### src/rtl/core/tdo_pkg.sv
`timescale 1ns / 1ps
// ---------------------------------------------------------------------------
// Tunnel diode oscillator step package
// Shared types and fixed-point constants for the oscillator step unit.
// ---------------------------------------------------------------------------
package tdo_pkg;

   typedef enum logic [4:0] {
      ST_IDLE,
      ST_START,
      ST_RATIO_HI,
      ST_RATIO_SUM,
      ST_EXP_LO,
      ST_EXP_HI,
      ST_EXP_SUM,
      ST_EXP_ARG,
      ST_EXP_SPLIT,
      ST_EXP_FRAC,
      ST_HORNER_MUL,
      ST_HORNER_STEP,
      ST_HORNER_DIV,
      ST_EXP_SCALE,
      ST_THERMAL_ADJ,
      ST_TERM_ADD,
      ST_KNEE_ACC,
      ST_ROUND,
      ST_DI_MUL,
      ST_DI_SCALE,
      ST_DV_DIFF,
      ST_DV_HI,
      ST_DV_LO,
      ST_DV_SUM,
      ST_DV_CLAMP,
      ST_WRITE
   } state_type;

   typedef enum logic [1:0] {
      TERM_KNEE,
      TERM_TUNNEL,
      TERM_THERMAL
   } term_type;

   localparam logic CSR_CURRENT_GAIN = 1'b0;
   localparam logic CSR_VOLTAGE_GAIN = 1'b1;

   localparam logic [31:0] ONE_Q30  = 32'd1073741824;
   localparam logic [31:0] LN2_Q30  = 32'd744261118;
   localparam logic [31:0] RECIP_3  = 32'hAAAA_AAAB;
   localparam logic [31:0] RECIP_5  = 32'hCCCC_CCCD;

   localparam logic [35:0] RATIO_C  = 36'd16519104985;
   localparam logic [35:0] T1_C     = 36'd23832030841;
   localparam logic [35:0] T2_C     = 36'd15490820046;
   localparam logic [35:0] T3_C     = 36'd59580077103;

   localparam logic signed [39:0] T1_B  = 40'sd1549082005;
   localparam logic signed [39:0] T2_B  = -40'sd7914938324;
   localparam logic signed [39:0] T3_B  = -40'sd21401358790;
   localparam logic signed [39:0] T_MIN = -40'sd51539607552;
   localparam logic signed [39:0] T_MAX = 40'sd42949672960;

   localparam logic [63:0] EXP_SAT  = 64'h4000_0000_0000_0000;
   localparam logic [63:0] ISAT_Q32 = 64'd4295;
   localparam logic [48:0] ID_MAX   = 49'd2147483647;

   localparam logic [39:0] DV_MAX   = 40'd3277;
   localparam logic signed [17:0] V_MIN = -18'sd6554;
   localparam logic signed [17:0] V_MAX = 18'sd52429;
   localparam logic signed [32:0] I_MAX = 33'sd2147483647;
   localparam logic signed [32:0] I_MIN = -33'sd2147483648;

endpackage

### src/rtl/core/tdo_mul.sv
`timescale 1ns / 1ps
// ---------------------------------------------------------------------------
// Shared multiplier
// Unsigned 32 by 32 multiplier with a registered 64-bit product.
// ---------------------------------------------------------------------------
module tdo_mul (
   input  logic        clock,
   input  logic [31:0] mul_a,
   input  logic [31:0] mul_b,
   output logic [63:0] prod
);
   logic [63:0] prod_ff;
   logic [63:0] prod_in;

   assign prod_in = {32'd0, mul_a} * {32'd0, mul_b};

   always_ff @(posedge clock) begin
      prod_ff <= prod_in;
   end

   assign prod = prod_ff;
endmodule

### src/rtl/core/tunnel_diode_oscillator_step_unit.sv
`timescale 1ns / 1ps
// ---------------------------------------------------------------------------
// Tunnel diode oscillator step unit
// One forward-Euler step of a biased tunnel diode oscillator per item.
// ---------------------------------------------------------------------------
// Usage:
// Each request item carries a bias voltage (signed Q2.16 V). The unit works
// out the diode current at the stored capacitor voltage, then updates the
// capacitor voltage and inductor current and returns all three in one
// response item. The user must write the gains through the csr port only
// while idle; the unit itself does not enforce this. A negative capacitor
// voltage skips the exponential series and goes straight to the Euler
// update. The states are sequenced around the single shared 32x32
// multiplier, which serves the ratio, three exponentials (each a six-step
// Horner series with reciprocal divides) and the Euler update.
// Only one item is in flight; req_stall is high until the result has been
// moved into the response register. A stalled response holds its value, and
// the unit will not finish the next item until the previous one is taken.
// Reset clears the state to zero volts and zero milliamps and both gains.
// ---------------------------------------------------------------------------
module tunnel_diode_oscillator_step_unit (
   input  logic               clock,
   input  logic               reset,
   input  logic               req_valid,
   output logic               req_stall,
   input  logic signed [17:0] req_bias_voltage,
   output logic               rsp_valid,
   input  logic               rsp_stall,
   output logic signed [16:0] rsp_cap_voltage,
   output logic signed [31:0] rsp_inductor_current,
   output logic signed [31:0] rsp_diode_current,
   input  logic               csr_write,
   input  logic               csr_index,
   input  logic [31:0]        csr_data
);
   import tdo_pkg::*;

   state_type state_ff, state_in;
   term_type  term_ff, term_in;
   logic [2:0]  deg_ff, deg_in;
   logic [31:0] cgain_ff, vgain_ff;
   logic signed [17:0] bias_ff, bias_in;
   logic signed [16:0] cap_ff, cap_in;
   logic signed [31:0] ind_ff, ind_in;
   logic [63:0] acc_ff, acc_in;
   logic [23:0] r_ff, r_in;
   logic signed [39:0] t_ff, t_in;
   logic signed [7:0] sh_ff, sh_in;
   logic [29:0] u_ff, u_in;
   logic [31:0] s_ff, s_in;
   logic [63:0] e_ff, e_in;
   logic [63:0] sum_ff, sum_in;
   logic signed [31:0] id_ff, id_in;
   logic neg_ff, neg_in;
   logic signed [27:0] di_ff, di_in;
   logic [32:0] mag_ff, mag_in;
   logic [63:0] hi_ff, hi_in;
   logic [63:0] p_ff, p_in;
   logic ovf_ff, ovf_in;
   logic signed [12:0] dv_ff, dv_in;
   logic rsp_valid_ff, rsp_valid_in;
   logic signed [16:0] rsp_cap_ff, rsp_cap_in;
   logic signed [31:0] rsp_ind_ff, rsp_ind_in;
   logic signed [31:0] rsp_id_ff, rsp_id_in;

   logic [31:0] mul_a, mul_b;
   logic [63:0] prod;
   logic        req_take, out_free;

   logic [15:0] uv;
   logic [35:0] c_sel;
   logic signed [39:0] b_sel;
   logic [63:0] full;
   logic signed [39:0] x_arg;
   logic t_lo, t_hi;
   logic [29:0] f_val;
   logic signed [9:0] k_val;
   logic [31:0] x_h;
   logic [63:0] e_scaled;
   logic [5:0]  neg_sh;
   logic [64:0] rnd;
   logic [48:0] q_val;
   logic signed [18:0] d1;
   logic [18:0] mag1;
   logic [63:0] dr;
   logic [26:0] dmag;
   logic signed [32:0] d2;
   logic [63:0] pr;
   logic [12:0] dvm;
   logic signed [17:0] nv;
   logic signed [32:0] ni;
   logic signed [31:0] vx;

   tdo_mul u_mul (
      .clock (clock),
      .mul_a (mul_a),
      .mul_b (mul_b),
      .prod  (prod)
   );

   assign req_take  = req_valid && !req_stall;
   assign out_free  = !rsp_valid_ff || !rsp_stall;
   assign req_stall = (state_ff != ST_IDLE);

   // Fixed datapath pieces shared by several states.
   always_comb begin
      uv = cap_ff[15:0];
      case (term_ff)
         TERM_KNEE:   begin c_sel = T1_C; b_sel = T1_B; end
         TERM_TUNNEL: begin c_sel = T2_C; b_sel = T2_B; end
         default:     begin c_sel = T3_C; b_sel = T3_B; end
      endcase
      full  = acc_ff + {prod[31:0], 32'd0};
      x_arg = $signed({4'd0, acc_ff[51:16]});
      t_lo  = (t_ff < T_MIN);
      t_hi  = (t_ff > T_MAX);
      f_val = (t_lo || t_hi) ? 30'd0 : t_ff[29:0];
      k_val = t_lo ? -10'sd48 : (t_hi ? 10'sd40 : $signed(t_ff[39:30]));
      x_h   = prod[61:30];
      neg_sh = 6'(-sh_ff);
      if (sh_ff > 8'sd30) begin
         e_scaled = EXP_SAT;
      end else if (!sh_ff[7]) begin
         e_scaled = {32'd0, s_ff} << sh_ff[4:0];
      end else begin
         e_scaled = {32'd0, s_ff} >> neg_sh;
      end
      rnd   = {1'b0, sum_ff} + 65'd32768;
      q_val = rnd[64:16];
      d1    = {bias_ff[17], bias_ff} - {{2{cap_ff[16]}}, cap_ff};
      mag1  = d1[18] ? 19'(-d1) : 19'(d1);
      dr    = prod + 64'd8388608;
      dmag  = dr[50:24];
      d2    = {ind_ff[31], ind_ff} - {id_ff[31], id_ff};
      pr    = (p_ff + 64'd8388608) >> 24;
      dvm   = (ovf_ff || (pr[39:0] > DV_MAX) || (|pr[63:40])) ? 13'(DV_MAX) : pr[12:0];
      nv    = {cap_ff[16], cap_ff} + {{5{dv_ff[12]}}, dv_ff};
      ni    = {ind_ff[31], ind_ff} + {{5{di_ff[27]}}, di_ff};
      vx    = {{15{cap_ff[16]}}, cap_ff};
   end

   // Next state.
   always_comb begin
      state_in = state_ff;
      case (state_ff)
         ST_IDLE:        if (req_take) state_in = ST_START;
         ST_START:       state_in = cap_ff[16] ? ST_DI_MUL : ST_RATIO_HI;
         ST_RATIO_HI:    state_in = ST_RATIO_SUM;
         ST_RATIO_SUM:   state_in = ST_EXP_LO;
         ST_EXP_LO:      state_in = ST_EXP_HI;
         ST_EXP_HI:      state_in = ST_EXP_SUM;
         ST_EXP_SUM:     state_in = ST_EXP_ARG;
         ST_EXP_ARG:     state_in = ST_EXP_SPLIT;
         ST_EXP_SPLIT:   state_in = ST_EXP_FRAC;
         ST_EXP_FRAC:    state_in = ST_HORNER_MUL;
         ST_HORNER_MUL:  state_in = ST_HORNER_STEP;
         ST_HORNER_STEP: begin
            case (deg_ff)
               3'd6, 3'd5, 3'd3: state_in = ST_HORNER_DIV;
               3'd1:             state_in = ST_EXP_SCALE;
               default:          state_in = ST_HORNER_MUL;
            endcase
         end
         ST_HORNER_DIV:  state_in = ST_HORNER_MUL;
         ST_EXP_SCALE:   state_in = (term_ff == TERM_THERMAL) ? ST_THERMAL_ADJ : ST_TERM_ADD;
         ST_THERMAL_ADJ: state_in = ST_TERM_ADD;
         ST_TERM_ADD: begin
            case (term_ff)
               TERM_KNEE:   state_in = ST_KNEE_ACC;
               TERM_TUNNEL: state_in = ST_EXP_LO;
               default:     state_in = ST_ROUND;
            endcase
         end
         ST_KNEE_ACC:    state_in = ST_EXP_LO;
         ST_ROUND:       state_in = ST_DI_MUL;
         ST_DI_MUL:      state_in = ST_DI_SCALE;
         ST_DI_SCALE:    state_in = ST_DV_DIFF;
         ST_DV_DIFF:     state_in = ST_DV_HI;
         ST_DV_HI:       state_in = ST_DV_LO;
         ST_DV_LO:       state_in = ST_DV_SUM;
         ST_DV_SUM:      state_in = ST_DV_CLAMP;
         ST_DV_CLAMP:    state_in = ST_WRITE;
         ST_WRITE:       if (out_free) state_in = ST_IDLE;
         default:        state_in = ST_IDLE;
      endcase
   end

   // Datapath controls and register updates.
   always_comb begin
      mul_a = 32'd0;
      mul_b = 32'd0;
      term_in = term_ff;
      deg_in = deg_ff;
      bias_in = bias_ff;
      cap_in = cap_ff;
      ind_in = ind_ff;
      acc_in = acc_ff;
      r_in = r_ff;
      t_in = t_ff;
      sh_in = sh_ff;
      u_in = u_ff;
      s_in = s_ff;
      e_in = e_ff;
      sum_in = sum_ff;
      id_in = id_ff;
      neg_in = neg_ff;
      di_in = di_ff;
      mag_in = mag_ff;
      hi_in = hi_ff;
      p_in = p_ff;
      ovf_in = ovf_ff;
      dv_in = dv_ff;
      rsp_cap_in = rsp_cap_ff;
      rsp_ind_in = rsp_ind_ff;
      rsp_id_in = rsp_id_ff;
      rsp_valid_in = rsp_valid_ff && rsp_stall;
      case (state_ff)
         ST_IDLE: if (req_take) bias_in = req_bias_voltage;
         ST_START: begin
            if (cap_ff[16]) begin
               id_in = (vx <<< 5) + (vx <<< 4) + (vx <<< 1);
            end else begin
               mul_a = {16'd0, uv};
               mul_b = RATIO_C[31:0];
            end
         end
         ST_RATIO_HI: begin
            acc_in = prod;
            mul_a = {16'd0, uv};
            mul_b = {28'd0, RATIO_C[35:32]};
         end
         ST_RATIO_SUM: begin
            r_in = full[49:26];
            term_in = TERM_KNEE;
         end
         ST_EXP_LO: begin
            mul_a = {16'd0, uv};
            mul_b = c_sel[31:0];
         end
         ST_EXP_HI: begin
            acc_in = prod;
            mul_a = {16'd0, uv};
            mul_b = {28'd0, c_sel[35:32]};
         end
         ST_EXP_SUM: acc_in = full;
         ST_EXP_ARG: t_in = (term_ff == TERM_KNEE) ? b_sel - x_arg : x_arg + b_sel;
         ST_EXP_SPLIT: begin
            sh_in = 8'(k_val) + 8'sd2;
            mul_a = {2'd0, f_val};
            mul_b = LN2_Q30;
         end
         ST_EXP_FRAC: begin
            u_in = prod[59:30];
            s_in = ONE_Q30;
            deg_in = 3'd6;
         end
         ST_HORNER_MUL: begin
            mul_a = {2'd0, u_ff};
            mul_b = s_ff;
         end
         ST_HORNER_STEP: begin
            // Divides by six, five and three go through a reciprocal product.
            case (deg_ff)
               3'd6, 3'd3: begin mul_a = x_h; mul_b = RECIP_3; end
               3'd5:       begin mul_a = x_h; mul_b = RECIP_5; end
               3'd4:       begin s_in = ONE_Q30 + (x_h >> 2); deg_in = deg_ff - 3'd1; end
               3'd2:       begin s_in = ONE_Q30 + (x_h >> 1); deg_in = deg_ff - 3'd1; end
               default:    s_in = ONE_Q30 + x_h;
            endcase
         end
         ST_HORNER_DIV: begin
            if (deg_ff == 3'd3) s_in = ONE_Q30 + {1'b0, prod[63:33]};
            else                s_in = ONE_Q30 + {2'd0, prod[63:34]};
            deg_in = deg_ff - 3'd1;
         end
         ST_EXP_SCALE: e_in = e_scaled;
         ST_THERMAL_ADJ: e_in = (e_ff > ISAT_Q32) ? e_ff - ISAT_Q32 : 64'd0;
         ST_TERM_ADD: begin
            case (term_ff)
               TERM_KNEE: begin
                  mul_a = {8'd0, r_ff};
                  mul_b = e_ff[35:4];
               end
               TERM_TUNNEL: begin
                  sum_in = sum_ff + e_ff;
                  term_in = TERM_THERMAL;
               end
               default: sum_in = sum_ff + e_ff;
            endcase
         end
         ST_KNEE_ACC: begin
            sum_in = {16'd0, prod[63:16]};
            term_in = TERM_TUNNEL;
         end
         ST_ROUND: id_in = (q_val > ID_MAX) ? 32'sh7FFF_FFFF : $signed(q_val[31:0]);
         ST_DI_MUL: begin
            neg_in = d1[18];
            mul_a = {13'd0, mag1};
            mul_b = cgain_ff;
         end
         ST_DI_SCALE: di_in = neg_ff ? -$signed({1'b0, dmag}) : $signed({1'b0, dmag});
         ST_DV_DIFF: begin
            neg_in = d2[32];
            mag_in = d2[32] ? 33'(-d2) : 33'(d2);
         end
         ST_DV_HI: begin
            mul_a = {15'd0, mag_ff[32:16]};
            mul_b = vgain_ff;
         end
         ST_DV_LO: begin
            hi_in = prod;
            mul_a = {16'd0, mag_ff[15:0]};
            mul_b = vgain_ff;
         end
         ST_DV_SUM: begin
            ovf_in = |hi_ff[63:46];
            p_in = (hi_ff << 16) + prod;
         end
         ST_DV_CLAMP: dv_in = neg_ff ? -$signed(dvm) : $signed(dvm);
         ST_WRITE: begin
            if (out_free) begin
               if (nv > V_MAX)      cap_in = 17'(V_MAX);
               else if (nv < V_MIN) cap_in = 17'(V_MIN);
               else                 cap_in = nv[16:0];
               if (ni > I_MAX)      ind_in = 32'(I_MAX);
               else if (ni < I_MIN) ind_in = 32'(I_MIN);
               else                 ind_in = ni[31:0];
               rsp_cap_in = cap_in;
               rsp_ind_in = ind_in;
               rsp_id_in = id_ff;
               rsp_valid_in = 1'b1;
            end
         end
         default: ;
      endcase
   end

   always_ff @(posedge clock) begin
      if (reset) begin
         state_ff <= ST_IDLE;
         rsp_valid_ff <= 1'b0;
         cap_ff <= '0;
         ind_ff <= '0;
         cgain_ff <= '0;
         vgain_ff <= '0;
         term_ff <= TERM_KNEE;
         deg_ff <= '0;
      end else begin
         state_ff <= state_in;
         rsp_valid_ff <= rsp_valid_in;
         cap_ff <= cap_in;
         ind_ff <= ind_in;
         term_ff <= term_in;
         deg_ff <= deg_in;
         if (csr_write && csr_index == CSR_CURRENT_GAIN) cgain_ff <= csr_data;
         if (csr_write && csr_index == CSR_VOLTAGE_GAIN) vgain_ff <= csr_data;
      end
   end

   always_ff @(posedge clock) begin
      bias_ff <= bias_in;
      acc_ff <= acc_in;
      r_ff <= r_in;
      t_ff <= t_in;
      sh_ff <= sh_in;
      u_ff <= u_in;
      s_ff <= s_in;
      e_ff <= e_in;
      sum_ff <= sum_in;
      id_ff <= id_in;
      neg_ff <= neg_in;
      di_ff <= di_in;
      mag_ff <= mag_in;
      hi_ff <= hi_in;
      p_ff <= p_in;
      ovf_ff <= ovf_in;
      dv_ff <= dv_in;
      rsp_cap_ff <= rsp_cap_in;
      rsp_ind_ff <= rsp_ind_in;
      rsp_id_ff <= rsp_id_in;
   end

   assign rsp_valid = rsp_valid_ff;
   assign rsp_cap_voltage = rsp_cap_ff;
   assign rsp_inductor_current = rsp_ind_ff;
   assign rsp_diode_current = rsp_id_ff;

   a_rsp_from_write: assert property (@(posedge clock) disable iff (reset)
      $rose(rsp_valid_ff) |-> $past(state_ff == ST_WRITE))
      else $error("response raised outside the write state");

   a_cap_in_range: assert property (@(posedge clock) disable iff (reset)
      ($signed(cap_ff) >= V_MIN) && ($signed(cap_ff) <= V_MAX))
      else $error("capacitor voltage outside its limits");

   a_accept_starts: assert property (@(posedge clock) disable iff (reset)
      req_take |=> (state_ff == ST_START))
      else $error("accepted item did not start a step");

   a_horner_degree: assert property (@(posedge clock) disable iff (reset)
      (state_ff == ST_HORNER_STEP) |-> ((deg_ff >= 3'd1) && (deg_ff <= 3'd6)))
      else $error("series degree out of range");

endmodule

### config.mk
export PLATFORM = sky130hd
export DESIGN_NAME = tunnel_diode_oscillator_step_unit
export DESIGN_NICKNAME = d
export VERILOG_FILES = /design/src/rtl/core/tdo_pkg.sv /design/src/rtl/core/tdo_mul.sv /design/src/rtl/core/tunnel_diode_oscillator_step_unit.sv
export SDC_FILE = /design/constraint.sdc
export NUM_CORES = 2
export LEC_CHECK = 0
export ABC_AREA = 1
export BUFFER_PORTS_ARGS = -buffer_cell sky130_fd_sc_hd__buf_2
export CAP_MARGIN = 10
export CORE_MARGIN = 2
export CORE_UTILIZATION = 25
export CTS_BUF_LIST = sky130_fd_sc_hd__clkbuf_4
export CTS_CLUSTER_SIZE = 24
export DETAILED_ROUTE_END_ITERATION = 8
export GPL_TIMING_DRIVEN = 0
export SYNTH_ARGS = -nofsm -noshare
export SYNTH_HDL_FRONTEND = slang
export SYNTH_SLANG_ARGS = --single-unit
### constraint.sdc
create_clock -name clock -period 11 [get_ports clock]
set_input_delay 2.2 -clock clock [delete_from_list [all_inputs] [get_ports clock]]
set_output_delay 2.2 -clock clock [all_outputs]
set_load 0.05 [all_outputs]
**Yosys cells after proc, flatten, opt, wreduce, memory -nomap -nowiden**

Cells that the tools add are included.

- $add $sub $neg: 27
- Multipliers: 1
- $lt $le $gt $ge: 10
- Equality and inequality tests: 40
- Shift-type cells: 2
- Muxes and demuxes: 50
- Bitwise operators: 1
- Reduce and logical (&&, ||, !) cells: 37

Operator list:

| cell | number |
|---|---|
| 64-bit case mux with 2 select lines | 3 |
| 32-bit case mux with 10 select lines | 1 |
| 32-bit 2-to-1 mux | 9 |
| 32-bit case mux with 9 select lines | 1 |
| 64-bit 2-to-1 mux | 4 |
| 64-bit adder | 3 |
| 32-bit case mux with 3 select lines | 2 |
| 32-bit case mux with 2 select lines | 2 |
| 5-bit case mux with 24 select lines | 1 |
| 40-bit case mux with 2 select lines | 1 |
| 36-bit case mux with 2 select lines | 1 |
| 64-bit by 16-bit adder with 65-bit output (second input constant) | 1 |
| 31-bit by 30-bit adder with 32-bit output (first input constant) | 2 |
| 31-bit by 31-bit adder with 32-bit output (first input constant) | 2 |
| 64-bit by 24-bit adder with 64-bit output (second input constant) | 1 |
| 64-bit by 13-bit > comparator with 1-bit output (second input constant) | 1 |
| 32-bit by 32-bit multiplier with 64-bit output | 1 |
| 32-bit by 5-bit left shift with 64-bit output | 1 |
| 32-bit by 6-bit right shift with 64-bit output | 1 |
| 64-bit by 13-bit subtractor with 64-bit output (second input constant) | 1 |
| 51-bit by 24-bit adder with 51-bit output (second input constant) | 1 |
| 5-bit == test (second input constant) | 10 |
| 49-bit by 31-bit > comparator with 1-bit output (second input constant) | 1 |
| 37-bit by 40-bit adder with 40-bit output | 1 |
| 65 further kinds | 116 |

- Register bits after elaboration: 849
- Bits of input ports: 56
- Logic and storage cells: 199

**Longest topological paths before layout**

- Word-level depth: 6
- Gate-level depth with buffers: 50
- Gate-level depth less buffers: 49

**By module**

From an unflattened synthesis, not the netlist that was laid out.

- Cells, all modules: 13225
- Area total of the unflattened synthesis: 96151.0 um2

Modules (own cells, without submodules):

| module | instances | cells each | area each (um2) |
|---|---|---|---|
| tunnel_diode_oscillator_step_unit | 1 | 8137 | 58472.3 |
| tdo_mul | 1 | 5088 | 37678.6 |

**Worst setup path before layout**

OpenSTA, ideal clock, no wires.

- Path kind: register -> register
- Start point: register state_ff[1]
- End point: register u_mul.prod_ff[55], in the netlist u_mul.prod[55]
- Arrival: 9727 ps
- Required time: 10928 ps
- Slack: 1202 ps
- Cell stages (with the launch flop): 42
- Period minus slack after synthesis: 9798 ps
- Cell sequence: dfxtp_1 inv_1 nor2_1 nand2_1 nor2_4 clkbuf_1 a22oi_1 nand3_1 a221oi_1 nand2_1 inv_1 nand2_1 buf_2 buf_4 nand2_1 fa_1 inv_1 fa_1 [... 6 more ...] fa_1 inv_1 fa_1 inv_1 ha_1 nand2_1 nor2_1 nand2_1 nor4_1 nand2_1 o211ai_1 a21oi_1 nor2_1 nand2_1 nand2_1 nand2_1 nand2_1 xor2_1

- Word-level cells in the longest chain between the ends: 4
- Elaborated cells on any way between the ends: 16

Ends and longest elaborated chain:

| what | RTL line | RTL |
|---|---|---|
| start, declared | tunnel_diode_oscillator_step_unit.sv:38 | `state_type state_ff, state_in;` |
| start signal, assigned | tunnel_diode_oscillator_step_unit.sv:349 | `state_ff <= state_in;` |
| 5-bit by 3-bit == test with 1-bit output (tied with other cells) | tunnel_diode_oscillator_step_unit.sv:217 | `case (state_ff)` |
| 3-bit OR reduction (no line) or 2-bit OR reduction (tied branches) | n/a |  |
| 32-bit case mux with 9 select lines or 32-bit case mux with 10 select lines (tied branches) | tunnel_diode_oscillator_step_unit.sv:217 |  |
| 32-bit by 32-bit multiplier with 64-bit output (*) | tdo_mul.sv:15 | `assign prod_in = {32'd0, mul_a} * {32'd0, mul_b};` |
| via u_mul.prod_in[55] | tdo_mul.sv:13 | `logic [63:0] prod_in;` |
| end signal, assigned | tdo_mul.sv:18 | `prod_ff <= prod_in;` |
| end, declared | tdo_mul.sv:12 | `logic [63:0] prod_ff;` |

Mark *: on every way through the listed nets, which the timed path passes. The rest lies on a longest branch.
A chain may end at the register's enable or synchronous reset.

**Worst setup path in the final report**

- Start point: register term_ff[1]
- End point: register u_mul.prod_ff[55], in the netlist u_mul.prod[55]

- Word-level cells in the longest chain between the ends: 4
- Elaborated cells on any way between the ends: 8

Ends and longest elaborated chain:

| what | RTL line | RTL |
|---|---|---|
| start, declared | tunnel_diode_oscillator_step_unit.sv:39 | `term_type term_ff, term_in;` |
| start signal, assigned | tunnel_diode_oscillator_step_unit.sv:353 | `term_ff <= term_in;` |
| 2-bit by 1-bit == test with 1-bit output or 2-bit zero test (tied branches) | tunnel_diode_oscillator_step_unit.sv:108, tunnel_diode_oscillator_step_unit.sv:279 |  |
| 36-bit case mux with 2 select lines (tied with other cells) | tunnel_diode_oscillator_step_unit.sv:108 | `case (term_ff)` |
| 32-bit case mux with 10 select lines or 32-bit case mux with 9 select lines (tied branches) | tunnel_diode_oscillator_step_unit.sv:217 |  |
| 32-bit by 32-bit multiplier with 64-bit output (*) | tdo_mul.sv:15 |  |
| via u_mul.prod_in[55] | tdo_mul.sv:13 |  |

Marked as above.

==> flow_metrics.env <==
export IMPL_synthCells=12400
export IMPL_ys_seq_elements=798
export IMPL_dp_hpwl_mm=332
export IMPL_clkPwrFrac=0.330
export IMPL_port_buffers=137
export IMPL_drv_cap=0
export IMPL_wl_per_cell_microns=22.3
export IMPL_slowest_delay_ps=750
export IMPL_grt_max_degree=66
export IMPL_vias=89100
export IMPL_wirelength_mm=400
export IMPL_hold_slack_ps=438
export IMPL_layout_nets=14300
export IMPL_critPathCaptureType="register"
export IMPL_dieArea_sq_um=380000
export IMPL_cellLeakagePower_nw=48.4
export IMPL_drc=2
export IMPL_ant_nets=0
export IMPL_overflow=0
export IMPL_critPathKind="register to register"
export IMPL_place_ws_ps=-716
export IMPL_clk_latency_ps=1350
export IMPL_fmax_ghz=0.0920
export IMPL_initial_core_util=0.251
export IMPL_setup_tns_final_ps=0
export IMPL_outcome="finished, violations left"
export IMPL_synth_edf_count=610
export IMPL_dr_pass1_iters=9
export IMPL_antenna_found_initial=46
export IMPL_instances_no_fill=18000
export IMPL_hold_buffers=0
export IMPL_tightest_slew_ps=1380
export IMPL_vias_per_cell=4.96
export IMPL_fin_crit_sh=0.988
export IMPL_postSynthAreaPerCell_sq_um=7.56
export IMPL_die_h_microns=616
export IMPL_reg2reg_setup_slack_ps=140
export IMPL_violations="DRC"
export IMPL_p_sw_frac=0.395
export IMPL_p_seq_frac=0.398
export IMPL_globalRouteMet1Util=0.268
export IMPL_cts_buffers=221
export IMPL_power_frac_comb=0.272
export IMPL_start_kind="register"
export IMPL_gr_max_usage_layer="met2"
export IMPL_critPathRequiredTime_ps=12260
export IMPL_cp_buffers_inverters=10
export IMPL_final_hold_viol_count=0
export IMPL_ys_types=77
export IMPL_clock_skew_ps=87.7
export IMPL_peakVddDrop_uv=113
export IMPL_cp_top_family="adder cells"
export IMPL_syn2layout_area_growth_pct=11.6
export IMPL_grt_pass1_vias=85000
export IMPL_slew_viol_final=0
export IMPL_cts_root_buf="clkbuf_4"
export IMPL_synth_warnings=0
export IMPL_reg2reg_depth=37
export IMPL_fin_crit_ps=10860
export IMPL_synth_area_sq_um=93700
export IMPL_gr_usage_met3=0.0490
export IMPL_critPathMaxFanout=10
export IMPL_yosys_most_used_dff="edfxtp_1"
export IMPL_cts_buffer_depth=3
export IMPL_cellPowerDensity_nw_per_um2=83.7
export IMPL_utilization=0.281
export IMPL_dp_cells=17500
export IMPL_ys_seq_area_frac=0.236
export IMPL_htreeDepth=4
export IMPL_worst_path_max_delay_cell="fa_1"
export IMPL_die_width_microns=616
export IMPL_hp_class="register to register"
export IMPL_cts_tree="built"
export IMPL_grt_util_met2=0.318
export IMPL_path_clk_slew_ps=70
export IMPL_relSlewSlack=0.0740
export IMPL_p_int_mw=5.30
export IMPL_async_flop_share=0
export IMPL_holdPathStages=0
export IMPL_rr_endpoint="u_mul.prod[55]"
export IMPL_p_switching_mw=3.46
export IMPL_cts_sinks=798
export IMPL_min_to="rsp_diode_current[16]"
export IMPL_arrival_ps=12120
export IMPL_drive_gt1_frac=0.0746
export IMPL_grt_pass1_wl_mm=576
export IMPL_min_from="id_ff[16]"
export IMPL_r2r_start="term_ff[1]"
export IMPL_ioPinCount=139
export IMPL_place_congestion=1.05
export IMPL_drt_initial_drc_count=10200
export IMPL_design_core_area_sq_um=373000
export IMPL_gr_usage_all_layers=0.205
export IMPL_setup_violations=0
export IMPL_num_rows=224
export IMPL_worst_slack_ps=135
-- logic make-up after synthesis --
group                    after synthesis  share of synthesized area
other                                  2                  0.0000802
adder cells (fa/ha/maj)             1469                      0.270
AO/OA/AOI/OAI                       1928                      0.117
XOR/XNOR                             432                     0.0408
AND/OR/NAND/NOR                     5011                      0.223
flip-flops                           798                      0.236
multiplexers                          10                    0.00107
buffers and inverters               2735                      0.113
-- routing by layer --
metal,share of wire,vias to the layer above
met5,0.00054,-
met4,0.056,8
met3,0.10,937
met2,0.44,4621
met1,0.40,43100
li1,-,40500
-- worst max path at each step --
stage	cells after the start	from	slack (ps)	to
after floorplan	41	state_ff[1]	1200	u_mul.prod[55]
after CTS	39	cap_ff[0]	9	u_mul.prod[61]
after detailed placement	35	cap_ff[16]	-720	u_mul.prod[61]
after global placement	34	state_ff[1]	-2380	u_mul.prod[61]
after global routing	45	cap_ff[0]	-10	u_mul.prod[55]
final	37	term_ff[1]	140	u_mul.prod[55]
-- cell usage in the layout (no fill, tap or decap), types with 18 or more instances in the layout --
| cell type | Yosys | layout |
|---|---|---|
| inv_1 | 2288 | 2284 |
| edfxtp_1 | 610 | 610 |
| nand2_2 | 14 | 24 |
| o21a_1 | 33 | 33 |
| a21o_1 | 40 | 40 |
| clkinv_2 | 0 | 18 |
| o21ai_1 | 16 | 18 |
| nor2_4 | 17 | 25 |
| a21oi_1 | 711 | 709 |
| nand2_1 | 2641 | 2625 |
| buf_1 | 22 | 22 |
| o21bai_1 | 27 | 27 |
| o211ai_1 | 50 | 50 |
| nand4_1 | 110 | 110 |
| and3_1 | 18 | 18 |
| nand3_2 | 19 | 18 |
| buf_4 | 10 | 27 |
| ha_1 | 550 | 549 |
| nand3_1 | 490 | 485 |
| buf_2 | 134 | 254 |
| clkinv_1 | 13 | 61 |
| xnor2_1 | 135 | 133 |
| inv_2 | 42 | 41 |
| o22ai_1 | 61 | 61 |
| xor2_1 | 292 | 291 |
| dfxtp_1 | 188 | 171 |
| or2_2 | 31 | 31 |
| a21boi_0 | 23 | 23 |
| clkbuf_4 | 0 | 334 |
| nor3_1 | 125 | 124 |
| fa_1 | 919 | 919 |
| nor4_1 | 60 | 54 |
| nand3b_1 | 19 | 19 |
| nor2_2 | 26 | 33 |
| a31oi_1 | 154 | 154 |
| nor2_1 | 1389 | 1374 |
| a221oi_1 | 35 | 34 |
| o21ai_0 | 650 | 647 |
| a22oi_1 | 30 | 30 |
| clkbuf_1 | 214 | 206 |
-- cell type report --
cell class              instances  area, sq um
diodes                         17         42.5
plain buffers                 391         1810
clock buffers                 316         2370
clock inverters                85          566
fillers                     41100       268000
inverters                    2344         8820
multi-input cells            8864        61500
flip-flops and latches        798        22100
well taps                    4972         6220
repair buffers                171         1160
-- power by group through the flow --
stage | sequential [mW] | clock (mW) | combinational, mW
finish | 3.48 | 2.89 | 2.38
global route | 3.48 | 3.10 | 2.49
CTS | 3.48 | 2.95 | 2.25
detailed placement | 3.54 | 0 | 2.23
global placement | 3.55 | 0 | 2.20
floorplan | 3.47 | 0 | 1.31
-- cells in the mapped netlist, drive strengths merged (30+ instances only) --
cell type	number	area [sq um]
o21ai	671	3380
a221oi	37	359
or2	32	200
nand3	510	2660
xor2	295	2610
nand2	2660	10100
clkbuf	214	803
buf	177	952
xnor2	137	1210
nand4	110	688
ha	550	6880
nor2	1432	5570
dfxtp	188	3760
o21a	33	248
nor3	139	766
inv	2331	8750
o22ai	61	382
a22oi	30	225
edfxtp	610	18300
o211ai	50	375
a21oi	715	3600
a21o	40	300
a31oi	154	963
fa	919	18400
nor4	70	536
-- state kept, by name, indices dropped and copies added, names as in the netlist, 33 cells and up --
name / cells
p_ff: 41
u_mul.prod: 64
t_ff: 40
acc_ff: 36
mag_ff: 33
hi_ff: 64
e_ff: 64
sum_ff: 64
-- metrics by stage --
step,area [sq um],power (mW)
after global placement,101000,5.75
after detailed placement,101000,5.77
after floorplan,93700,4.78
after global routing,105000,9.08
final,105000,8.76
after CTS,104000,8.68
-- repair_timing --
action                                  4_1_cts  5_1_grt
buffers inserted                              0       14
gates resized for setup                      30       88
pin swaps                                     1        5
endpoints found under the setup margin       35       32
No activity file was read; power rests on OpenSTA's default activity.
